==> config.mk <==
export PLATFORM = sky130hd
export DESIGN_NAME = ecnf_cmp
export DESIGN_NICKNAME = d
export VERILOG_FILES = /design/src/sv/ecnf_pkg.sv /design/src/sv/ecnf_cmp.sv
export SDC_FILE = /design/constraint.sdc
export NUM_CORES = 1
export LEC_CHECK = 0
export BUFFER_PORTS_ARGS = -buffer_cell sky130_fd_sc_hd__clkbuf_2
export CORE_MARGIN = 2
export CORE_UTILIZATION = 45
export DETAILED_ROUTE_END_ITERATION = 8
export PLACE_DENSITY = 0.84
export SYNTH_ARGS = -nofsm -noshare
export SYNTH_HDL_FRONTEND = slang
export SYNTH_SLANG_ARGS = --single-unit
==> constraint.sdc <==
create_clock -name vclk -period 3.8
set_input_delay 0 -clock vclk [all_inputs]
set_output_delay 0 -clock vclk [all_outputs]
set_load 0.02 [all_outputs]
==> src/sv/ecnf_pkg.sv <==
package ecnf_pkg;

    // default sensor geometry and window limit
    localparam int SENSOR_WIDTH_DEF  = 640;
    localparam int SENSOR_HEIGHT_DEF = 480;
    localparam int MAX_RADIUS_DEF    = 3;

    // field widths
    localparam int TIME_W    = 32;
    localparam int SUPPORT_W = 6;
    localparam int RADIUS_W  = 2;
    localparam int CMD_W     = 2;
    localparam int PX_W      = 10;
    localparam int PY_W      = 9;
    localparam int CFG_IDX_W = 3;

    // lanes of the shared subtract/compare unit
    localparam int LANES = 2;

    // largest window the radius register can ask for, 7 x 7
    localparam logic [SUPPORT_W-1:0] WINDOW_MAX_COUNT = 6'd49;

    // command codes
    localparam logic [CMD_W-1:0] CMD_RECORD     = 2'd0;
    localparam logic [CMD_W-1:0] CMD_REFRACTORY = 2'd1;
    localparam logic [CMD_W-1:0] CMD_NEIGHBOR   = 2'd2;

    // register indexes
    localparam logic [CFG_IDX_W-1:0] CFG_SAME_GAP     = 3'd0;
    localparam logic [CFG_IDX_W-1:0] CFG_OPP_GAP      = 3'd1;
    localparam logic [CFG_IDX_W-1:0] CFG_MIN_SUPPORT  = 3'd2;
    localparam logic [CFG_IDX_W-1:0] CFG_WINDOW_RAD   = 3'd3;
    localparam logic [CFG_IDX_W-1:0] CFG_MAX_AGE      = 3'd4;

    // register reset values
    localparam logic [TIME_W-1:0]    SAME_GAP_RESET    = 32'd0;
    localparam logic [TIME_W-1:0]    OPP_GAP_RESET     = 32'd0;
    localparam logic [SUPPORT_W-1:0] MIN_SUPPORT_RESET = 6'd1;
    localparam logic [RADIUS_W-1:0]  RADIUS_RESET      = 2'd1;
    localparam logic [TIME_W-1:0]    MAX_AGE_RESET     = 32'd10000;

    // sequencer states
    typedef enum logic [8:0] {
        ST_CLEAR  = 9'b000000001,
        ST_IDLE   = 9'b000000010,
        ST_SETUP  = 9'b000000100,
        ST_WRITE  = 9'b000001000,
        ST_READ   = 9'b000010000,
        ST_CHECK  = 9'b000100000,
        ST_SCAN   = 9'b001000000,
        ST_DRAIN  = 9'b010000000,
        ST_RESULT = 9'b100000000
    } state_t;

    // surface write strobes
    typedef struct packed {
        logic wr_pos;
        logic wr_neg;
    } mem_ctl_t;

    // one lane of the subtract/compare unit
    typedef struct packed {
        logic [TIME_W-1:0] a;
        logic [TIME_W-1:0] b;
        logic [TIME_W-1:0] g;
    } lane_in_t;

    typedef struct packed {
        logic [TIME_W-1:0] d;
        logic              neg;
        logic              zero;
        logic              lt;
    } lane_out_t;

endpackage

==> src/sv/ecnf_cmp.sv <==
module ecnf_cmp (
    input  ecnf_pkg::lane_in_t  [ecnf_pkg::LANES-1:0] lane_in,
    output ecnf_pkg::lane_out_t [ecnf_pkg::LANES-1:0] lane_out
);

    // wraparound difference a - b, its sign, zero and unsigned compare against g
    always_comb
    begin
        logic [ecnf_pkg::TIME_W-1:0] diff;
        diff = '0;
        for (int i = 0; i < ecnf_pkg::LANES; i++)
        begin
            diff             = lane_in[i].a - lane_in[i].b;
            lane_out[i].d    = diff;
            lane_out[i].neg  = diff[ecnf_pkg::TIME_W-1];
            lane_out[i].zero = (diff == '0);
            lane_out[i].lt   = (diff < lane_in[i].g);
        end
    end

endmodule

; Word level (Yosys, flattened, before mapping)
; Cells that the tools add are included.
; W data, S select, Z words.
[op_classes]
reduce_logical = 2
n_lt_le_gt_ge = 2
add_sub_neg = 2
[ops]
columns = operator, n
row1 = $logic_not A32 Y1, 2
row2 = $lt A32 B32 Y1, 2
row3 = $sub A32 B32 Y32, 2
[word_totals]
ff_bits = 0
word_cells = 6

; Depth between registers and ports, before layout
[logic_depth]
depth_word = 2
mapped_depth = 21
ltp_nobuf = 21

; Worst setup path before layout
; Ideal clock, no wire load.
[synth_timing]
kind = in2out
from = in lane_in[64] in the netlist's numbering
to = out lane_out[0] in the netlist's numbering
slack_ns = 0.027
n_path_buf = 0
stages = 19
t_arrival_ns = 3.773
cell_sequence = inv_1 > ha_1 > fa_1 > nor2b_4 > o211ai_4 > a211o_4 > a2111oi_4 > nand2b_1 > xor2_1 > ha_1 > nor2b_1 > o21ai_0 > nand2b_1 > a21oi_1 > nor2b_1 > o21ai_0 > nand2b_1 > a221oi_1 > o31a_1
[synth_lines]
columns = item, line
row1 = from (decl), ecnf_cmp.sv:2  ; input ecnf_pkg::lane_in_t [ecnf_pkg::LANES-1:0] lane_in,
row2 = to (decl), ecnf_cmp.sv:3  ; output ecnf_pkg::lane_out_t [ecnf_pkg::LANES-1:0] lane_out

==> metrics.txt <==
status finished clean; Max-cap violations 0; Routed wire per std cell 14.1 microns; register area 0 sq um; Die Ht 116 microns; DP HPWL 15,600 microns; Req. time, crit path 3.80 ns; Syn Inst Count 826; worst slack, placed -0.122 ns; final net count 1,417; Worst Setup End Kind primary output; most numerous cell in the Yosys netlist inv_1; DIE WIDTH 116 microns; CLK BUF 0; minimum clock period 3.71 ns; Worst Setup SP lane_in[64]; number of sequential cells 0; vias in the first global route 6,101; Max stage delay on crit path 0.43 ns; Startpoint Class primary input; Ys Warns 0; post-synthesis sequential area ratio 0; pwr dens 230 nW/um^2; # IOs 262; RSZ-0062 raised after global routing yes; final setup fails 0; leak pwr 4.20 nW; DP Cell Count 1,259; vias 6,865; area of the multi-input gates 5110 sq um; area leader, netlist ha_1; Core Box Area 12,100 sq um; antenna cells 0; overall routed net length 17,800 microns; Post-Syn Area 5620 sq um; Area Growth Syn to Fin 31.7%; synthesized area per cell 6.81 sq um; setup_tns 0 ns; arrival time worst endpoint 3.71 ns; Unique masters post-synth 69; initial drt markers 402; total power 0.00170 W; layout cells sized above 1 0.303; initial core utilization 0.464; gpl congestion 0.925; CP max-delay cell a2111oi_4; worst slew pin tran 0.683 ns; pins over their slew limit 0; Fillers 1,125; Post-synth top cells inv_1 (147), ha_1 (124), a21oi_1 (74), nand2_1 (53), o21ai_0 (50); Pre-Repair DR Iteration Count 5; first-pass GRT wire length 27,100 microns; worst hold start lane_in[32]; total die area 13,400 sq um; IO Port Bufs 262; worst min-delay path class primary input to primary output; Hold Buf Count CTS 0; initial antenna violation count 0; post-route ant nets 0; largest net degree at the start of global routing 11; Tot GR Track Use 0.239; final hold slack 0.378 ns; Max Clk Rate 0.270 GHz; relative slew slack 0.539; Finished Layout Cells 1,265; crit path cell chain buf_6 -> inv_4 -> ha_4 -> fa_2 -> nor2b_4 -> o211ai_4 -> a211o_4 -> a2111oi_4 -> o21ai_2 -> a211oi_2 -> or3_4 -> and2_4 -> ha_4 -> nor2b_4 -> o21ai_1 -> nand2b_1 -> a21oi_2 -> nor2b_1 -> o21ai_1 -> nand2b_1 -> a21oi_2 -> o31a_1 -> buf_6; grt ovf 0; Syn Nets 1,144; CP max FO 3; Setup WS post-layout 0.0947 ns; drc violations 0; fin crit share 0.975; row count 40; via-per-instance ratio 5.43; top post-synthesis cells by area ha_1 (28%), inv_1 (9.8%), a21oi_1 (6.6%), xnor2_1 (4.8%), o21ai_0 (4.5%); Crit Path Category primary input to primary output; Peak VDD IR 0.152 mV; top cell type's share of synthesized area 0.276; final hold violations 0
routing by layer:
| layer | vias up | track usage | routed length [microns] |
|---|---|---|---|
| li1 | 3478 | - | - |
| met2 | 315 | 0.409 | 8060 |
| met1 | 3031 | 0.330 | 8130 |
| met3 | 41 | 0.0141 | 1190 |
| met5 | - | 0 | 0 |
| met4 | 0 | 0.0571 | 429 |
cells in the final DEF, fill, tap and decap left out, types with 3 or more instances in the layout:
master / n
o21ai_0: 44
o31a_1: 4
a211oi_1: 4
xor2_1: 17
nor3_1: 13
nor2b_1: 17
buf_6: 3
a21boi_0: 5
nand4_1: 20
a21o_1: 29
xnor2_1: 30
clkbuf_2: 258
a211o_1: 3
nand2_1: 53
and2_1: 15
o21ai_1: 8
o21a_1: 16
inv_1: 146
a41oi_1: 3
nand3_1: 19
o2111ai_1: 3
nor4_1: 3
buf_4: 26
a21oi_2: 11
nor2_1: 39
and3_1: 4
ha_1: 122
a221oi_1: 5
a21oi_1: 70
a31oi_1: 6
or3_1: 11
or4_1: 4
o21bai_1: 5
nand2b_1: 13
o211ai_1: 7
kinds of logic (layout without fill, tap and decap cells):
logic type,count (synthesis),after routing,synth area share
buffers and inverters,164,435,0.111
AOI/OAI and AO/OA,256,256,0.308
xor gates and xnor gates,49,49,0.0763
muxes,1,1,0.00267
adders and majority gates,126,126,0.283
and+or+nand+nor,230,230,0.219
metrics by stage:
step	utilization	cell area, sq um
final	0.611	7400
after global routing	0.611	7400
after CTS	0.597	7230
after detailed placement	0.596	7220
after global placement	0.596	7220
after floorplan	-	5620
report_power, final:
group	internal [W]	switching (W)
Combinational	0.000698	0.00100
Sequential	0	0
Clock	0	0
Total	0.000698	0.00100
final timing paths:
check	end	depth (start not counted)	slack (ns)
setup / recovery	lane_out[0]	23	0.09
hold / removal	lane_out[3]	4	0.38
layout make-up:
class                      count  area share
tap                          168      0.0284
inverter                     147      0.0749
timing repair buffer         288       0.206
multi-input combinational    662       0.691
worst max-delay path, delay by kind of cell:
kind | cells | cell delay (ns)
AO/OA/AOI/OAI | 10 | 1.90
adder cells (fa/ha/maj) | 3 | 0.76
AND/OR/NAND/NOR | 7 | 0.81
buffers and inverters | 3 | 0.22
timing repair:
| action | 4_1_cts | 5_1_grt |
|---|---|---|
| setup endpoints to repair | 1 | 3 |
| gates resized for setup | 2 | 34 |
| buffers inserted | 0 | 6 |
| pin swaps | 1 | 17 |
Power figures use the tool's default switching activity.
