## src/sv/ecnf_pkg.sv

```systemverilog
package ecnf_pkg;

    // default sensor geometry and window limit
    localparam int SENSOR_WIDTH_DEF  = 640;
    localparam int SENSOR_HEIGHT_DEF = 480;
    localparam int MAX_RADIUS_DEF    = 3;

    // field widths
    localparam int TIME_W    = 32;
    localparam int SUPPORT_W = 6;
    localparam int RADIUS_W  = 2;
    localparam int CMD_W     = 2;
    localparam int PX_W      = 10;
    localparam int PY_W      = 9;
    localparam int CFG_IDX_W = 3;

    // lanes of the shared subtract/compare unit
    localparam int LANES = 2;

    // largest window the radius register can ask for, 7 x 7
    localparam logic [SUPPORT_W-1:0] WINDOW_MAX_COUNT = 6'd49;

    // command codes
    localparam logic [CMD_W-1:0] CMD_RECORD     = 2'd0;
    localparam logic [CMD_W-1:0] CMD_REFRACTORY = 2'd1;
    localparam logic [CMD_W-1:0] CMD_NEIGHBOR   = 2'd2;

    // register indexes
    localparam logic [CFG_IDX_W-1:0] CFG_SAME_GAP     = 3'd0;
    localparam logic [CFG_IDX_W-1:0] CFG_OPP_GAP      = 3'd1;
    localparam logic [CFG_IDX_W-1:0] CFG_MIN_SUPPORT  = 3'd2;
    localparam logic [CFG_IDX_W-1:0] CFG_WINDOW_RAD   = 3'd3;
    localparam logic [CFG_IDX_W-1:0] CFG_MAX_AGE      = 3'd4;

    // register reset values
    localparam logic [TIME_W-1:0]    SAME_GAP_RESET    = 32'd0;
    localparam logic [TIME_W-1:0]    OPP_GAP_RESET     = 32'd0;
    localparam logic [SUPPORT_W-1:0] MIN_SUPPORT_RESET = 6'd1;
    localparam logic [RADIUS_W-1:0]  RADIUS_RESET      = 2'd1;
    localparam logic [TIME_W-1:0]    MAX_AGE_RESET     = 32'd10000;

    // sequencer states
    typedef enum logic [8:0] {
        ST_CLEAR  = 9'b000000001,
        ST_IDLE   = 9'b000000010,
        ST_SETUP  = 9'b000000100,
        ST_WRITE  = 9'b000001000,
        ST_READ   = 9'b000010000,
        ST_CHECK  = 9'b000100000,
        ST_SCAN   = 9'b001000000,
        ST_DRAIN  = 9'b010000000,
        ST_RESULT = 9'b100000000
    } state_t;

    // surface write strobes
    typedef struct packed {
        logic wr_pos;
        logic wr_neg;
    } mem_ctl_t;

    // one lane of the subtract/compare unit
    typedef struct packed {
        logic [TIME_W-1:0] a;
        logic [TIME_W-1:0] b;
        logic [TIME_W-1:0] g;
    } lane_in_t;

    typedef struct packed {
        logic [TIME_W-1:0] d;
        logic              neg;
        logic              zero;
        logic              lt;
    } lane_out_t;

endpackage

```

## src/sv/ecnf_ctrl.sv

```systemverilog
module ecnf_ctrl #(
    parameter int SENSOR_WIDTH  = ecnf_pkg::SENSOR_WIDTH_DEF,
    parameter int SENSOR_HEIGHT = ecnf_pkg::SENSOR_HEIGHT_DEF,
    parameter int MAX_RADIUS    = ecnf_pkg::MAX_RADIUS_DEF,
    parameter int AW            = $clog2(SENSOR_WIDTH * SENSOR_HEIGHT)
) (
    input  logic                                       clk,
    input  logic                                       rst_n,
    // request side
    input  logic                                       in_valid,
    output logic                                       in_stall,
    input  logic [ecnf_pkg::CMD_W-1:0]                 command,
    input  logic [ecnf_pkg::PX_W-1:0]                  pixel_x,
    input  logic [ecnf_pkg::PY_W-1:0]                  pixel_y,
    input  logic [ecnf_pkg::TIME_W-1:0]                event_time,
    input  logic                                       polarity,
    // result side
    output logic                                       out_valid,
    input  logic                                       out_stall,
    output logic                                       keep,
    output logic [ecnf_pkg::SUPPORT_W-1:0]             support_count,
    // settings
    input  logic [ecnf_pkg::TIME_W-1:0]                same_gap,
    input  logic [ecnf_pkg::TIME_W-1:0]                opp_gap,
    input  logic [ecnf_pkg::SUPPORT_W-1:0]             min_support,
    input  logic [ecnf_pkg::RADIUS_W-1:0]              window_radius,
    input  logic [ecnf_pkg::TIME_W-1:0]                max_age,
    // surface memories
    output ecnf_pkg::mem_ctl_t                         mem_ctl,
    output logic [AW-1:0]                              mem_addr,
    output logic [ecnf_pkg::TIME_W-1:0]                mem_wdata,
    input  logic [ecnf_pkg::TIME_W-1:0]                pos_rd,
    input  logic [ecnf_pkg::TIME_W-1:0]                neg_rd,
    // shared subtract/compare unit
    output ecnf_pkg::lane_in_t  [ecnf_pkg::LANES-1:0]  lane_in,
    input  ecnf_pkg::lane_out_t [ecnf_pkg::LANES-1:0]  lane_out
);

    localparam int DEPTH = SENSOR_WIDTH * SENSOR_HEIGHT;
    localparam int XW    = $clog2(SENSOR_WIDTH) + 1;
    localparam int YW    = $clog2(SENSOR_HEIGHT) + 1;
    localparam int RW    = $clog2(MAX_RADIUS + 1);
    localparam logic [AW-1:0] LAST_ADDR = AW'(DEPTH - 1);
    localparam logic [XW-1:0] X_LAST    = XW'(SENSOR_WIDTH - 1);
    localparam logic [YW-1:0] Y_LAST    = YW'(SENSOR_HEIGHT - 1);

    ecnf_pkg::state_t state_reg, state_next;

    logic [ecnf_pkg::CMD_W-1:0]     cmd_reg, cmd_next;
    logic                           pol_reg, pol_next;
    logic [ecnf_pkg::TIME_W-1:0]    t_reg, t_next;
    logic [XW-1:0]                  x_lo_reg, x_lo_next;
    logic [XW-1:0]                  x_hi_reg, x_hi_next;
    logic [YW-1:0]                  y_lo_reg, y_lo_next;
    logic [YW-1:0]                  y_hi_reg, y_hi_next;
    logic [XW-1:0]                  wx_reg, wx_next;
    logic [YW-1:0]                  wy_reg, wy_next;
    logic [AW-1:0]                  addr_reg, addr_next;
    logic [AW-1:0]                  row_step_reg, row_step_next;
    logic [ecnf_pkg::TIME_W-1:0]    limit_reg, limit_next;
    logic [ecnf_pkg::SUPPORT_W-1:0] count_reg, count_next;
    logic                           keep_pre_reg, keep_pre_next;
    logic                           use_count_reg, use_count_next;
    logic                           rd_valid_reg, rd_valid_next;
    logic                           out_valid_reg, out_valid_next;
    logic                           out_keep_reg, out_keep_next;
    logic [ecnf_pkg::SUPPORT_W-1:0] out_count_reg, out_count_next;

    logic          on_sensor;
    logic [RW-1:0] radius;
    logic [XW-1:0] xe, x_sum, x_lo, x_hi;
    logic [YW-1:0] ye, y_sum, y_lo, y_hi;
    logic [AW-1:0] addr_start;
    logic          newer_any;
    logic          out_free;

    assign in_stall  = (state_reg != ecnf_pkg::ST_IDLE);
    assign out_free  = !out_valid_reg || !out_stall;
    assign mem_addr  = addr_reg;
    assign mem_wdata = (state_reg == ecnf_pkg::ST_CLEAR) ? '0 : t_reg;

    assign out_valid     = out_valid_reg;
    assign keep          = out_keep_reg;
    assign support_count = out_count_reg;

    // window bounds of the incoming request, clipped to the sensor
    always_comb
    begin
        on_sensor = (32'(pixel_x) < 32'(SENSOR_WIDTH)) && (32'(pixel_y) < 32'(SENSOR_HEIGHT));
        if (command == ecnf_pkg::CMD_NEIGHBOR)
        begin
            if (32'(window_radius) > 32'(MAX_RADIUS))
            begin
                radius = RW'(MAX_RADIUS);
            end
            else
            begin
                radius = RW'(window_radius);
            end
        end
        else
        begin
            radius = '0;
        end
        xe    = XW'(pixel_x);
        ye    = YW'(pixel_y);
        x_lo  = (xe > XW'(radius)) ? xe - XW'(radius) : '0;
        y_lo  = (ye > YW'(radius)) ? ye - YW'(radius) : '0;
        x_sum = xe + XW'(radius);
        y_sum = ye + YW'(radius);
        x_hi  = (x_sum > X_LAST) ? X_LAST : x_sum;
        y_hi  = (y_sum > Y_LAST) ? Y_LAST : y_sum;
    end

    // first linear address of the window
    assign addr_start = AW'(32'(y_lo_reg) * 32'(SENSOR_WIDTH) + 32'(x_lo_reg));

    // recent-neighbor test on the two timestamps read last cycle
    assign newer_any = (!lane_out[0].zero && !lane_out[0].neg) ||
                       (!lane_out[1].zero && !lane_out[1].neg);

    // operand routing for the shared unit
    always_comb
    begin
        lane_in[0].a = pos_rd;
        lane_in[0].b = limit_reg;
        lane_in[0].g = '0;
        lane_in[1].a = neg_rd;
        lane_in[1].b = limit_reg;
        lane_in[1].g = '0;
        if (state_reg == ecnf_pkg::ST_SETUP)
        begin
            lane_in[0].a = t_reg;
            lane_in[0].b = max_age;
        end
        else if (state_reg == ecnf_pkg::ST_CHECK)
        begin
            lane_in[0].a = t_reg;
            lane_in[0].b = pol_reg ? pos_rd : neg_rd;
            lane_in[0].g = same_gap;
            lane_in[1].a = t_reg;
            lane_in[1].b = pol_reg ? neg_rd : pos_rd;
            lane_in[1].g = opp_gap;
        end
    end

    // sequencer
    always_comb
    begin
        state_next     = state_reg;
        cmd_next       = cmd_reg;
        pol_next       = pol_reg;
        t_next         = t_reg;
        x_lo_next      = x_lo_reg;
        x_hi_next      = x_hi_reg;
        y_lo_next      = y_lo_reg;
        y_hi_next      = y_hi_reg;
        wx_next        = wx_reg;
        wy_next        = wy_reg;
        addr_next      = addr_reg;
        row_step_next  = row_step_reg;
        limit_next     = limit_reg;
        count_next     = count_reg;
        keep_pre_next  = keep_pre_reg;
        use_count_next = use_count_reg;
        rd_valid_next  = 1'b0;
        out_valid_next = out_valid_reg;
        out_keep_next  = out_keep_reg;
        out_count_next = out_count_reg;
        mem_ctl        = '0;

        // result taken downstream
        if (out_valid_reg && !out_stall)
        begin
            out_valid_next = 1'b0;
        end

        unique case (state_reg)
            ecnf_pkg::ST_CLEAR:
            begin
                mem_ctl.wr_pos = 1'b1;
                mem_ctl.wr_neg = 1'b1;
                if (addr_reg == LAST_ADDR)
                begin
                    state_next = ecnf_pkg::ST_IDLE;
                end
                else
                begin
                    addr_next = addr_reg + 1'b1;
                end
            end
            ecnf_pkg::ST_IDLE:
            begin
                if (in_valid)
                begin
                    cmd_next       = command;
                    pol_next       = polarity;
                    t_next         = event_time;
                    x_lo_next      = x_lo;
                    x_hi_next      = x_hi;
                    y_lo_next      = y_lo;
                    y_hi_next      = y_hi;
                    count_next     = '0;
                    keep_pre_next  = 1'b0;
                    use_count_next = 1'b0;
                    unique case (command)
                        ecnf_pkg::CMD_RECORD:
                        begin
                            state_next = on_sensor ? ecnf_pkg::ST_SETUP : ecnf_pkg::ST_IDLE;
                        end
                        ecnf_pkg::CMD_REFRACTORY,
                        ecnf_pkg::CMD_NEIGHBOR:
                        begin
                            state_next = on_sensor ? ecnf_pkg::ST_SETUP : ecnf_pkg::ST_RESULT;
                        end
                        default:
                        begin
                            state_next = ecnf_pkg::ST_IDLE;
                        end
                    endcase
                end
            end
            ecnf_pkg::ST_SETUP:
            begin
                addr_next      = addr_start;
                row_step_next  = AW'(SENSOR_WIDTH) - AW'(x_hi_reg - x_lo_reg);
                wx_next        = x_lo_reg;
                wy_next        = y_lo_reg;
                limit_next     = lane_out[0].d;
                count_next     = '0;
                use_count_next = (cmd_reg == ecnf_pkg::CMD_NEIGHBOR);
                unique case (cmd_reg)
                    ecnf_pkg::CMD_RECORD:
                    begin
                        state_next = ecnf_pkg::ST_WRITE;
                    end
                    ecnf_pkg::CMD_REFRACTORY:
                    begin
                        state_next = ecnf_pkg::ST_READ;
                    end
                    default:
                    begin
                        state_next = ecnf_pkg::ST_SCAN;
                    end
                endcase
            end
            ecnf_pkg::ST_WRITE:
            begin
                mem_ctl.wr_pos = pol_reg;
                mem_ctl.wr_neg = !pol_reg;
                state_next     = ecnf_pkg::ST_IDLE;
            end
            ecnf_pkg::ST_READ:
            begin
                state_next = ecnf_pkg::ST_CHECK;
            end
            ecnf_pkg::ST_CHECK:
            begin
                keep_pre_next = !(lane_out[0].neg || lane_out[0].lt ||
                                  lane_out[1].neg || lane_out[1].lt);
                state_next    = ecnf_pkg::ST_RESULT;
            end
            ecnf_pkg::ST_SCAN:
            begin
                rd_valid_next = 1'b1;
                if (wx_reg == x_hi_reg)
                begin
                    if (wy_reg == y_hi_reg)
                    begin
                        state_next = ecnf_pkg::ST_DRAIN;
                    end
                    else
                    begin
                        wx_next   = x_lo_reg;
                        wy_next   = wy_reg + 1'b1;
                        addr_next = addr_reg + row_step_reg;
                    end
                end
                else
                begin
                    wx_next   = wx_reg + 1'b1;
                    addr_next = addr_reg + 1'b1;
                end
            end
            ecnf_pkg::ST_DRAIN:
            begin
                state_next = ecnf_pkg::ST_RESULT;
            end
            ecnf_pkg::ST_RESULT:
            begin
                if (out_free)
                begin
                    out_valid_next = 1'b1;
                    out_keep_next  = use_count_reg ? (count_reg > min_support) : keep_pre_reg;
                    out_count_next = count_reg;
                    state_next     = ecnf_pkg::ST_IDLE;
                end
            end
            default:
            begin
                state_next = ecnf_pkg::ST_IDLE;
            end
        endcase

        // count each window pixel with a recent timestamp, one pixel per cycle as its timestamps arrive
        if (rd_valid_reg && newer_any)
        begin
            count_next = count_reg + 1'b1;
        end
    end

    // control state
    always_ff @(posedge clk or negedge rst_n)
    begin
        if (!rst_n)
        begin
            state_reg     <= ecnf_pkg::ST_CLEAR;
            addr_reg      <= '0;
            rd_valid_reg  <= 1'b0;
            out_valid_reg <= 1'b0;
        end
        else
        begin
            state_reg     <= state_next;
            addr_reg      <= addr_next;
            rd_valid_reg  <= rd_valid_next;
            out_valid_reg <= out_valid_next;
        end
    end

    // request payload and working registers
    always_ff @(posedge clk)
    begin
        cmd_reg       <= cmd_next;
        pol_reg       <= pol_next;
        t_reg         <= t_next;
        x_lo_reg      <= x_lo_next;
        x_hi_reg      <= x_hi_next;
        y_lo_reg      <= y_lo_next;
        y_hi_reg      <= y_hi_next;
        wx_reg        <= wx_next;
        wy_reg        <= wy_next;
        row_step_reg  <= row_step_next;
        limit_reg     <= limit_next;
        count_reg     <= count_next;
        keep_pre_reg  <= keep_pre_next;
        use_count_reg <= use_count_next;
        out_keep_reg  <= out_keep_next;
        out_count_reg <= out_count_next;
    end

endmodule

```

## config.mk

```make
export PLATFORM = sky130hd
export DESIGN_NAME = ecnf_ctrl
export DESIGN_NICKNAME = d
export VERILOG_FILES = /design/src/sv/ecnf_pkg.sv /design/src/sv/ecnf_ctrl.sv
export SDC_FILE = /design/constraint.sdc
export NUM_CORES = 1
export LEC_CHECK = 0
export BUFFER_PORTS_ARGS = -buffer_cell sky130_fd_sc_hd__buf_2
export CORE_AREA = 5 5 211 213
export CTS_CLUSTER_DIAMETER = 40
export DETAILED_ROUTE_END_ITERATION = 7
export DIE_AREA = 0 0 216 218
export PLACE_DENSITY_LB_ADDON = 0.1
export SLEW_MARGIN = 40
export SYNTH_ARGS = -nofsm -noshare
export SYNTH_HDL_FRONTEND = slang
export SYNTH_SLANG_ARGS = --single-unit
```

## constraint.sdc

```tcl
create_clock -name clk -period 8.3 [get_ports clk]
set_input_delay 2.075 -clock clk [delete_from_list [all_inputs] [get_ports clk]]
set_output_delay 2.075 -clock clk [all_outputs]
set_load 0.05 [all_outputs]
```

## Word-level counts from Yosys, hierarchy flattened

Cells that the tools add are included.
W data, S select, Z words.

| word-level totals | value |
|---|---|
| flip-flop bits (word level) | 194 |
| output and inout port bits | 254 |
| logic and storage cells | 142 |

| operators by class | value |
|---|---|
| add/sub/neg operators | 12 |
| $mul | 1 |
| magnitude comparators | 7 |
| eq/ne operators | 26 |
| muxes and demuxes | 40 |
| reductions and logical operators | 36 |

Operators by type and width:

| kind | count |
|---|---|
| $mux W192 | 1 |
| $mux W32 | 4 |
| $mux W96 | 1 |
| $mux W64 | 1 |
| $pmux W9 S7 | 1 |
| $mux W19 | 3 |
| $pmux W19 S3 | 1 |
| $mux W9 | 6 |
| $mux W11 | 2 |
| $pmux W11 S2 | 1 |
| $mux W10 | 2 |
| $pmux W10 S2 | 1 |
| $add A19 B1 Y19 const B | 1 |
| $add A19 B11 Y19 | 1 |
| $add A19 B19 Y19 | 1 |
| $eq A19 B19 Y1 const B | 1 |
| $pmux W9 S2 | 1 |
| $pmux W7 S2 | 1 |
| $sub A11 B12 Y13 const A | 1 |
| $mul A10 B3 Y12 const B | 1 |
| $mux W6 | 2 |
| $ne A2 B2 Y1 const B | 6 |
| $pmux W6 S2 | 1 |
| $reduce_and A2 Y1 | 6 |
| 45 further kinds | 75 |

## Depth between registers and ports, before layout

Gate-level depths: netlist of the first run.

| logic depth | value |
|---|---|
| depth after elaboration | 6 |
| gate-level depth with buffers | 13 |
| gate-level depth less buffers | 13 |

## Worst setup path after synthesis of the first run

No wires, ideal clock.

| timing | value |
|---|---|
| kind | input port to output port |
| start point | input neg_rd[3] (netlist bit) |
| end point | output lane_in[131] (netlist bit) |
| arrival time | 3.234 ns |
| required time | 6.225 ns |
| slack | 2.991 ns |
| cell stages on the path | 2 |
| cells stage by stage | mux2i_1 -> o21ai_0 |

RTL lines:

| element | RTL line | text |
|---|---|---|
| start: declaration | ecnf_ctrl.sv:33 | `input logic [ecnf_pkg::TIME_W-1:0] neg_rd,` |
| end: declaration | ecnf_ctrl.sv:35 | `output ecnf_pkg::lane_in_t [ecnf_pkg::LANES-1:0] lane_in,` |

==> results of run 1 <==
cells in the final DEF, fill, tap and decap left out, types with 8 or more instances in the layout:
cell type	count
a21oi_1	49
buf_2	516
a221o_1	32
clkbuf_16	17
edfxtp_1	158
mux2_2	33
fa_1	8
o21a_1	17
nand2_1	210
xnor2_1	78
nor3b_1	10
nand3_1	42
nor2b_1	12
inv_1	52
xor2_1	38
and3_1	12
o21ai_0	88
diode_2	26
mux2i_1	67
nor3_1	15
nand4_1	10
ha_1	71
a221oi_1	9
nor2_1	132
dfrtp_1	29
and2_1	102
stage by stage:
stage | instances | worst slack (ns) | hold slack (ns)
2_1_floorplan | 1484 | 2.99 | 0.431
3_3_place_gp | 2483 | 2.75 | 0.451
3_5_place_dp | 2483 | 2.85 | 0.448
4_1_cts | 2515 | 2.34 | 0.454
5_1_grt | 2528 | 2.13 | 0.476
6_report | 2542 | 2.38 | 0.454
path summary, 6_finish.rpt:
check                                               from                        to  slack, ns  cells after the start
worst min-delay path                cmd_reg[0]$_DFFE_PP_  state_reg[3]$_DFFE_PN0P_       0.45                      1
worst min register to register      cmd_reg[0]$_DFFE_PP_  state_reg[3]$_DFFE_PN0P_       0.45                      1
max in group asynchronous                          rst_n  state_reg[0]$_DFFE_PN1P_       6.42                      1
worst max register to register  state_reg[5]$_DFFE_PN0P_  mem_addr[18]$_DFFE_PN0P_       3.38                     12
min in group asynchronous                          rst_n   mem_addr[5]$_DFFE_PN0P_       1.54                      1
worst max-delay path            state_reg[5]$_DFFE_PN0P_               lane_in[32]       2.38                      7
power groups by stage:
stage               Clock, mW  Sequential, mW  Combinational [mW]
detailed placement          0            1.51                2.24
finish                  0.824            1.48                2.24
CTS                     0.850            1.49                2.25
global route            0.884            1.51                2.44
floorplan                   0            1.55                1.57
global placement            0            1.50                2.23
metal layers:
metal | global-route usage | wire length (um) | up-vias
met5 | 0 | 121 | -
met4 | 0.0835 | 1500 | 18
met3 | 0.105 | 6080 | 72
met2 | 0.424 | 30000 | 453
met1 | 0.299 | 24300 | 6190
li1 | - | - | 6261
cells by family after synthesis:
family | after synthesis | share of synthesized area
compound gates | 270 | 0.130
fa+ha+maj | 79 | 0.0756
other cells | 1 | 0.000270
flops | 188 | 0.396
mux | 101 | 0.0759
simple gates | 600 | 0.211
buf+inv | 128 | 0.0373
xor+xnor | 116 | 0.0732
cells in the mapped netlist (all sizes together), types with 34 or more instances:
cell type / n
nand2: 210
edfxtp: 158
nor2: 138
and2: 103
o21ai: 92
xnor2: 78
ha: 71
mux2i: 67
inv: 54
a21oi: 53
clkbuf: 52
nand3: 44
xor2: 38
mux2: 34
worst reg2reg max path: stages (launching register included):
cell and delay [ns]:
dfrtp_1 0.48, nor3_4 0.25, nor4b_2 0.22, nand3_1 0.46
clkinv_2 0.58, buf_4 0.71, buf_4 0.40, nor2_1 0.16
a21oi_4 0.52, or2_2 0.56, nand3b_1 0.14, mux2_2 0.28
o211ai_1 0.08
cell type report:
class | instances | area, sq um
diodes | 26 | 65.1
clock buffers | 19 | 433
clock inverters | 13 | 130
fillers | 4368 | 24900
inverters | 55 | 209
multi-input cells | 1168 | 7890
flip-flops and latches | 188 | 5500
well taps | 546 | 683
repair buffers | 527 | 2690
==> key figures, run 1 <==
STA
  – Slew HR: 0.472
  – Fmax achieved: 169 MHz
  – Least-Margin Pin Slew: 0.793 ns
  – RSZ-0062 raised after global routing: no
  – Final Hold Fails: 0
  – Crit share post-route: 0.713
  – Sum Neg Setup Slack: 0 ns
  – Final setup violation count: 0
  – Fin Clk Skew: 0.0146 ns
  – Final min period: 5.92 ns
  – Max-slew violations: 0

Synthesis
  – Register area share after synthesis: 0.396
  – FFs w/ async S/R, synth: 0.160
  – Top post-synthesis cells by area: edfxtp_1 34%, ha_1 6.4%, nand2_1 5.7%
  – Primary FF master, synth: edfxtp_1
  – Cell variety after synth: 79
  – Yosys reg bits: 188
  – Area leader, netlist: edfxtp_1
  – Mapped Cells: 1483
  – EDFF count, synth: 158
  – Synthesized area per cell: 9.35 sq um
  – Yosys top cell area share: 0.342
  – Yosys warnings: 0
  – Synth Cell Area: 13900 sq um

Floorplanning
  – Die height: 218 um
  – Die X-Extent: 216 um
  – Starting Density: 0.326
  – FP Rows: 76
  – Core ar.: 42500 sq um
  – I/O Pins: 550
  – Die area: 47100 sq um

Worst setup path
  – Crit path largest cell delay: 0.70 ns
  – Critical Path AT: 3.84 ns
  – CP Buf/Inv Count: 3
  – Critical path, cell by cell: nor3_4 > nor4b_2 > nand3_1 > clkinv_2 > buf_4 > a221o_1 > buf_2
  – WS Path Type: flip-flop to output pin
  – Critical Path End Type: output pin
  – Worst Path Max Fanout: 57
  – Cell family with most CP delay: buffers and inverters
  – CP max-delay cell: buf_4
  – CP startpoint kind: flip-flop
  – Worst endpoint required time: 6.23 ns

Clock tree
  – # H-tree levels: 4
  – Post-CTS Setup Bufs: 0
  – Post-CTS Hold Buffers: 0
  – Clock transition at path regs: 0.07 ns
  – CTS tree: built
  – Clock Sinks: 188
  – PostCTS Resize Cnt: 0
  – Longest Clk Path Bufs: 2
  – Clk_lat worst skew: 0.47 ns
  – CTS buffer count: 17
  – Root buffer cell: clkbuf_16

Route
  – Drt drc: 0
  – Vias: 13000
  – Routed WL per cell: 24.4 um
  – Iteration-0 DRC Markers: 855
  – Routed Antenna Nets: 0
  – Vias per inst: 5.11
  – Detailed Routing Iterations Pass 1: 5
  – Final wirelength: 62000 um

Cells and area
  – Final non-filler cell area: 17600 sq um
  – Fin util: 0.414
  – Area delta synth->final: 26.9%
  – Final #Nets: 2332
  – Share of layout cells above drive strength 1: 0.319

Global routing
  – Pin count of the biggest net entering global routing: 98
  – Total GRT Usage: 0.254
  – First-pass GRT wire length: 88100 um
  – Vias in the first global route: 12800
  – Antenna violations before repair: 44
  – Gr ovfl total: 0

Run
  – Max_cap viols: 0

Worst hold path
  – Worst hold path class: flip-flop to flip-flop

Placement
  – Area post-placement: 16900 sq um
  – GPL Wtd Cong: 0.983
  – Dpl hpwl: 51400 um
  – IO Port Bufs: 517

Power and ir drop
  – Reg power frac: 0.326
  – Switching share of power: 0.452
  – Comb power frac: 0.492
  – LEAKAGE: 7.98 nW
  – Power Internal: 2.49 mW
  – Switching power total: 2.05 mW
  – Clk pwr share: 0.181
  – Maximum VDD drop: 144 uV
  – Overall power: 4.54 mW
  – PwrDens: 258 nW/um^2

Outcome
  – Status: finished clean
Power figures use the tool's default switching activity.
==> inputs of run 2 (changes only) <==
Settings changed: CORE_AREA 5 5 211 213 to 5 5 210 212, DIE_AREA 0 0 216 218 to 0 0 215 217.
Clock period 8.3 ns to 5.1 ns, I/O delays scaled along.
==> key figures, run 2 (synthesized netlist as in run 1, its figures left out) <==
Power and ir drop
  – Comb power frac: 0.494 (+0.002)
  – Power Internal: 4.11 mW (+65%)
  – LEAKAGE: 8.05 nW (+0.90%)
  – Switching power total: 3.39 mW (+65%)
  – Switching share of power: 0.452 (-0.000726)
  – Clk pwr share: 0.186 (+0.005)
  – Reg power frac: 0.320 (-0.006)
  – Maximum VDD drop: 263 uV (+83%)
  – PwrDens: 423 nW/um^2 (+64%)

Floorplanning
  – Starting Density: 0.332 (+0.00584)
  – I/O Pins: 550 (unchanged)
  – Die area: 46700 sq um (-0.92%)
  – Die height: 217 um (-0.46%)
  – Core ar.: 41800 sq um (-1.8%)
  – Die X-Extent: 215 um (-0.46%)
  – FP Rows: 75 (-1.3%)

Route
  – Detailed Routing Iterations Pass 1: 6 (+1)
  – Vias per inst: 5.13 (+0.28%)
  – Vias: 13000 (+0.28%)
  – Iteration-0 DRC Markers: 662 (-23%)
  – Routed WL per cell: 25.0 um (+2.3%)
  – Final wirelength: 63500 um (+2.3%)
  – Drt drc: 0 (unchanged)
  – Routed Antenna Nets: 0 (unchanged)

STA
  – Fin Clk Skew: 0.0120 ns (-0.00261 ns)
  – Slew HR: 0.423 (-0.0487)
  – Final setup violation count: 0 (unchanged)
  – Final min period: 4.40 ns
  – Sum Neg Setup Slack: 0 ns (unchanged)
  – Final Hold Fails: 0 (unchanged)
  – Max-slew violations: 0 (unchanged)
  – RSZ-0062 raised after global routing: no
  – Final hold slack: 0.455 ns (+0.000940 ns)
  – Fmax achieved: 227 MHz
  – Least-Margin Pin Slew: 0.859 ns (+0.0664 ns)
  – Crit share post-route: 0.863
  – Worst setup margin: 0.699 ns (-1.68 ns)

Clock tree
  – Clock transition at path regs: 0.08 ns (about the same)
  – Clk_lat worst skew: 0.50 ns (+0.03 ns)
  – Post-CTS Setup Bufs: 0 (unchanged)
  – Post-CTS Hold Buffers: 0 (unchanged)
  – CTS tree: built
  – Longest Clk Path Bufs: 2 (unchanged)
  – Root buffer cell: clkbuf_16
  – # H-tree levels: 4 (unchanged)
  – PostCTS Resize Cnt: 0 (unchanged)
  – CTS buffer count: 17 (unchanged)
  – Clock Sinks: 188 (unchanged)

Placement
  – IO Port Bufs: 517 (unchanged)
  – GPL Wtd Cong: 1.03 (+4.8%)
  – Dpl hpwl: 52400 um (+1.8%)
  – Placed insts: 2485 (+0.081%)
  – Pre-CTS WS: 0.960 ns (-1.89 ns)

Worst setup path
  – CP startpoint kind: flip-flop
  – WS Path Type: flip-flop to output pin
  – Worst path depth: 7 (unchanged)
  – Reg2Reg Depth: 13 (+1)
  – Most frequent CP cell: and3_4
  – Critical path, cell by cell: nor2_1 > and3_4 > and3_4 > nor2_4 > buf_12 > a221o_1 > buf_2
  – R2r startpoint: state_reg[5]$_DFFE_PN0P_
  – CP max-delay cell: and3_4
  – Critical Path End Type: output pin
  – CP Buf/Inv Count: 2 (-1)
  – Reg-to-reg endpoint: mem_addr[18]$_DFFE_PN0P_
  – Worst Setup EP: lane_in[40]
  – Worst endpoint required time: 3.83 ns (-2.40 ns)
  – R2r setup slk: 1.41 ns (-1.97 ns)
  – Critical Path AT: 3.13 ns (-0.71 ns)
  – Crit path launch: state_reg[8]$_DFFE_PN0P_
  – Cell family with most CP delay: simple AND/OR/NAND/NOR gates
  – Worst Path Max Fanout: 65 (+14%)
  – Crit path largest cell delay: 0.63 ns (-0.07 ns)

Cells and area
  – Most frequent cells in the layout: 516 x buf_2, 210 x nand2_1, 158 x edfxtp_1, 132 x nor2_1, 102 x and2_1
  – Final #Nets: 2341 (+0.39%)
  – FILL cells: 4234 (-3.1%)
  – Most common cell after layout, fill and taps aside: buf_2
  – Share of layout cells above drive strength 1: 0.320 (+0.00158)
  – Cell Count, Final, Fillers Out: 2542 (unchanged)
  – Area delta synth->final: 27.7%

Global routing
  – Gr ovfl total: 0 (unchanged)
  – Pin count of the biggest net entering global routing: 96 (-2.0%)
  – Antenna violations before repair: 51 (+16%)
  – First-pass GRT wire length: 90200 um (+2.3%)
  – Total GRT Usage: 0.264 (+0.0101)
  – Vias in the first global route: 12900 (+0.59%)

Run
  – Max_cap viols: 0 (unchanged)

Outcome
  – Status: finished clean

Worst hold path
  – Worst hold path class: flip-flop to flip-flop
  – Hold Path Origin: cmd_reg[1]$_DFFE_PP_
==> run 2: how the worst min path moves through the flow <==
stage	slack [ns]	end	depth (start not counted)
after global placement	0.45	state_reg[3]$_DFFE_PN0P_	1
after detailed placement	0.45	state_reg[3]$_DFFE_PN0P_	1
after global routing	0.48	state_reg[4]$_DFFE_PN0P_	1
after floorplan	0.43	state_reg[3]$_DFFE_PN0P_	1
after CTS	0.47	state_reg[4]$_DFFE_PN0P_	1
final	0.46	state_reg[4]$_DFFE_PN0P_	1
==> run 2: cell type report <==
class	count	area [sq um]	area share
clock inverter	13	143	0.00805
multi-input combinational	1168	7890	0.445
antenna	24	60.1	0.00339
inverter	55	209	0.0118
tap	539	674	0.0381
timing repair buffer	536	2810	0.158
sequential	188	5500	0.310
clock buffer	19	433	0.0244
==> run 2: power by group through the flow <==
stage	Sequential, mW	Clock (mW)	Combinational (mW)
CTS	2.41	1.43	3.72
detailed placement	2.44	0	3.70
finish	2.40	1.39	3.70
global route	2.44	1.49	4.02
global placement	2.44	0	3.67
floorplan	2.52	0	2.56
==> run 2: stage by stage <==
stage,cell area [sq um],util,total power [mW]
6_report,17700,0.424,7.50
5_1_grt,17700,0.423,7.95
4_1_cts,17600,0.422,7.56
3_5_place_dp,17100,0.408,6.14
3_3_place_gp,17000,0.408,6.11
2_1_floorplan,13900,-,5.07
==> run 2: per-layer routing <==
layer | up-vias | share of wire | global-route usage
li1 | 6285 | - | -
met1 | 6142 | 0.39 | 0.302
met2 | 457 | 0.47 | 0.439
met3 | 112 | 0.096 | 0.121
met4 | 34 | 0.035 | 0.0909
met5 | - | 0.0036 | 0
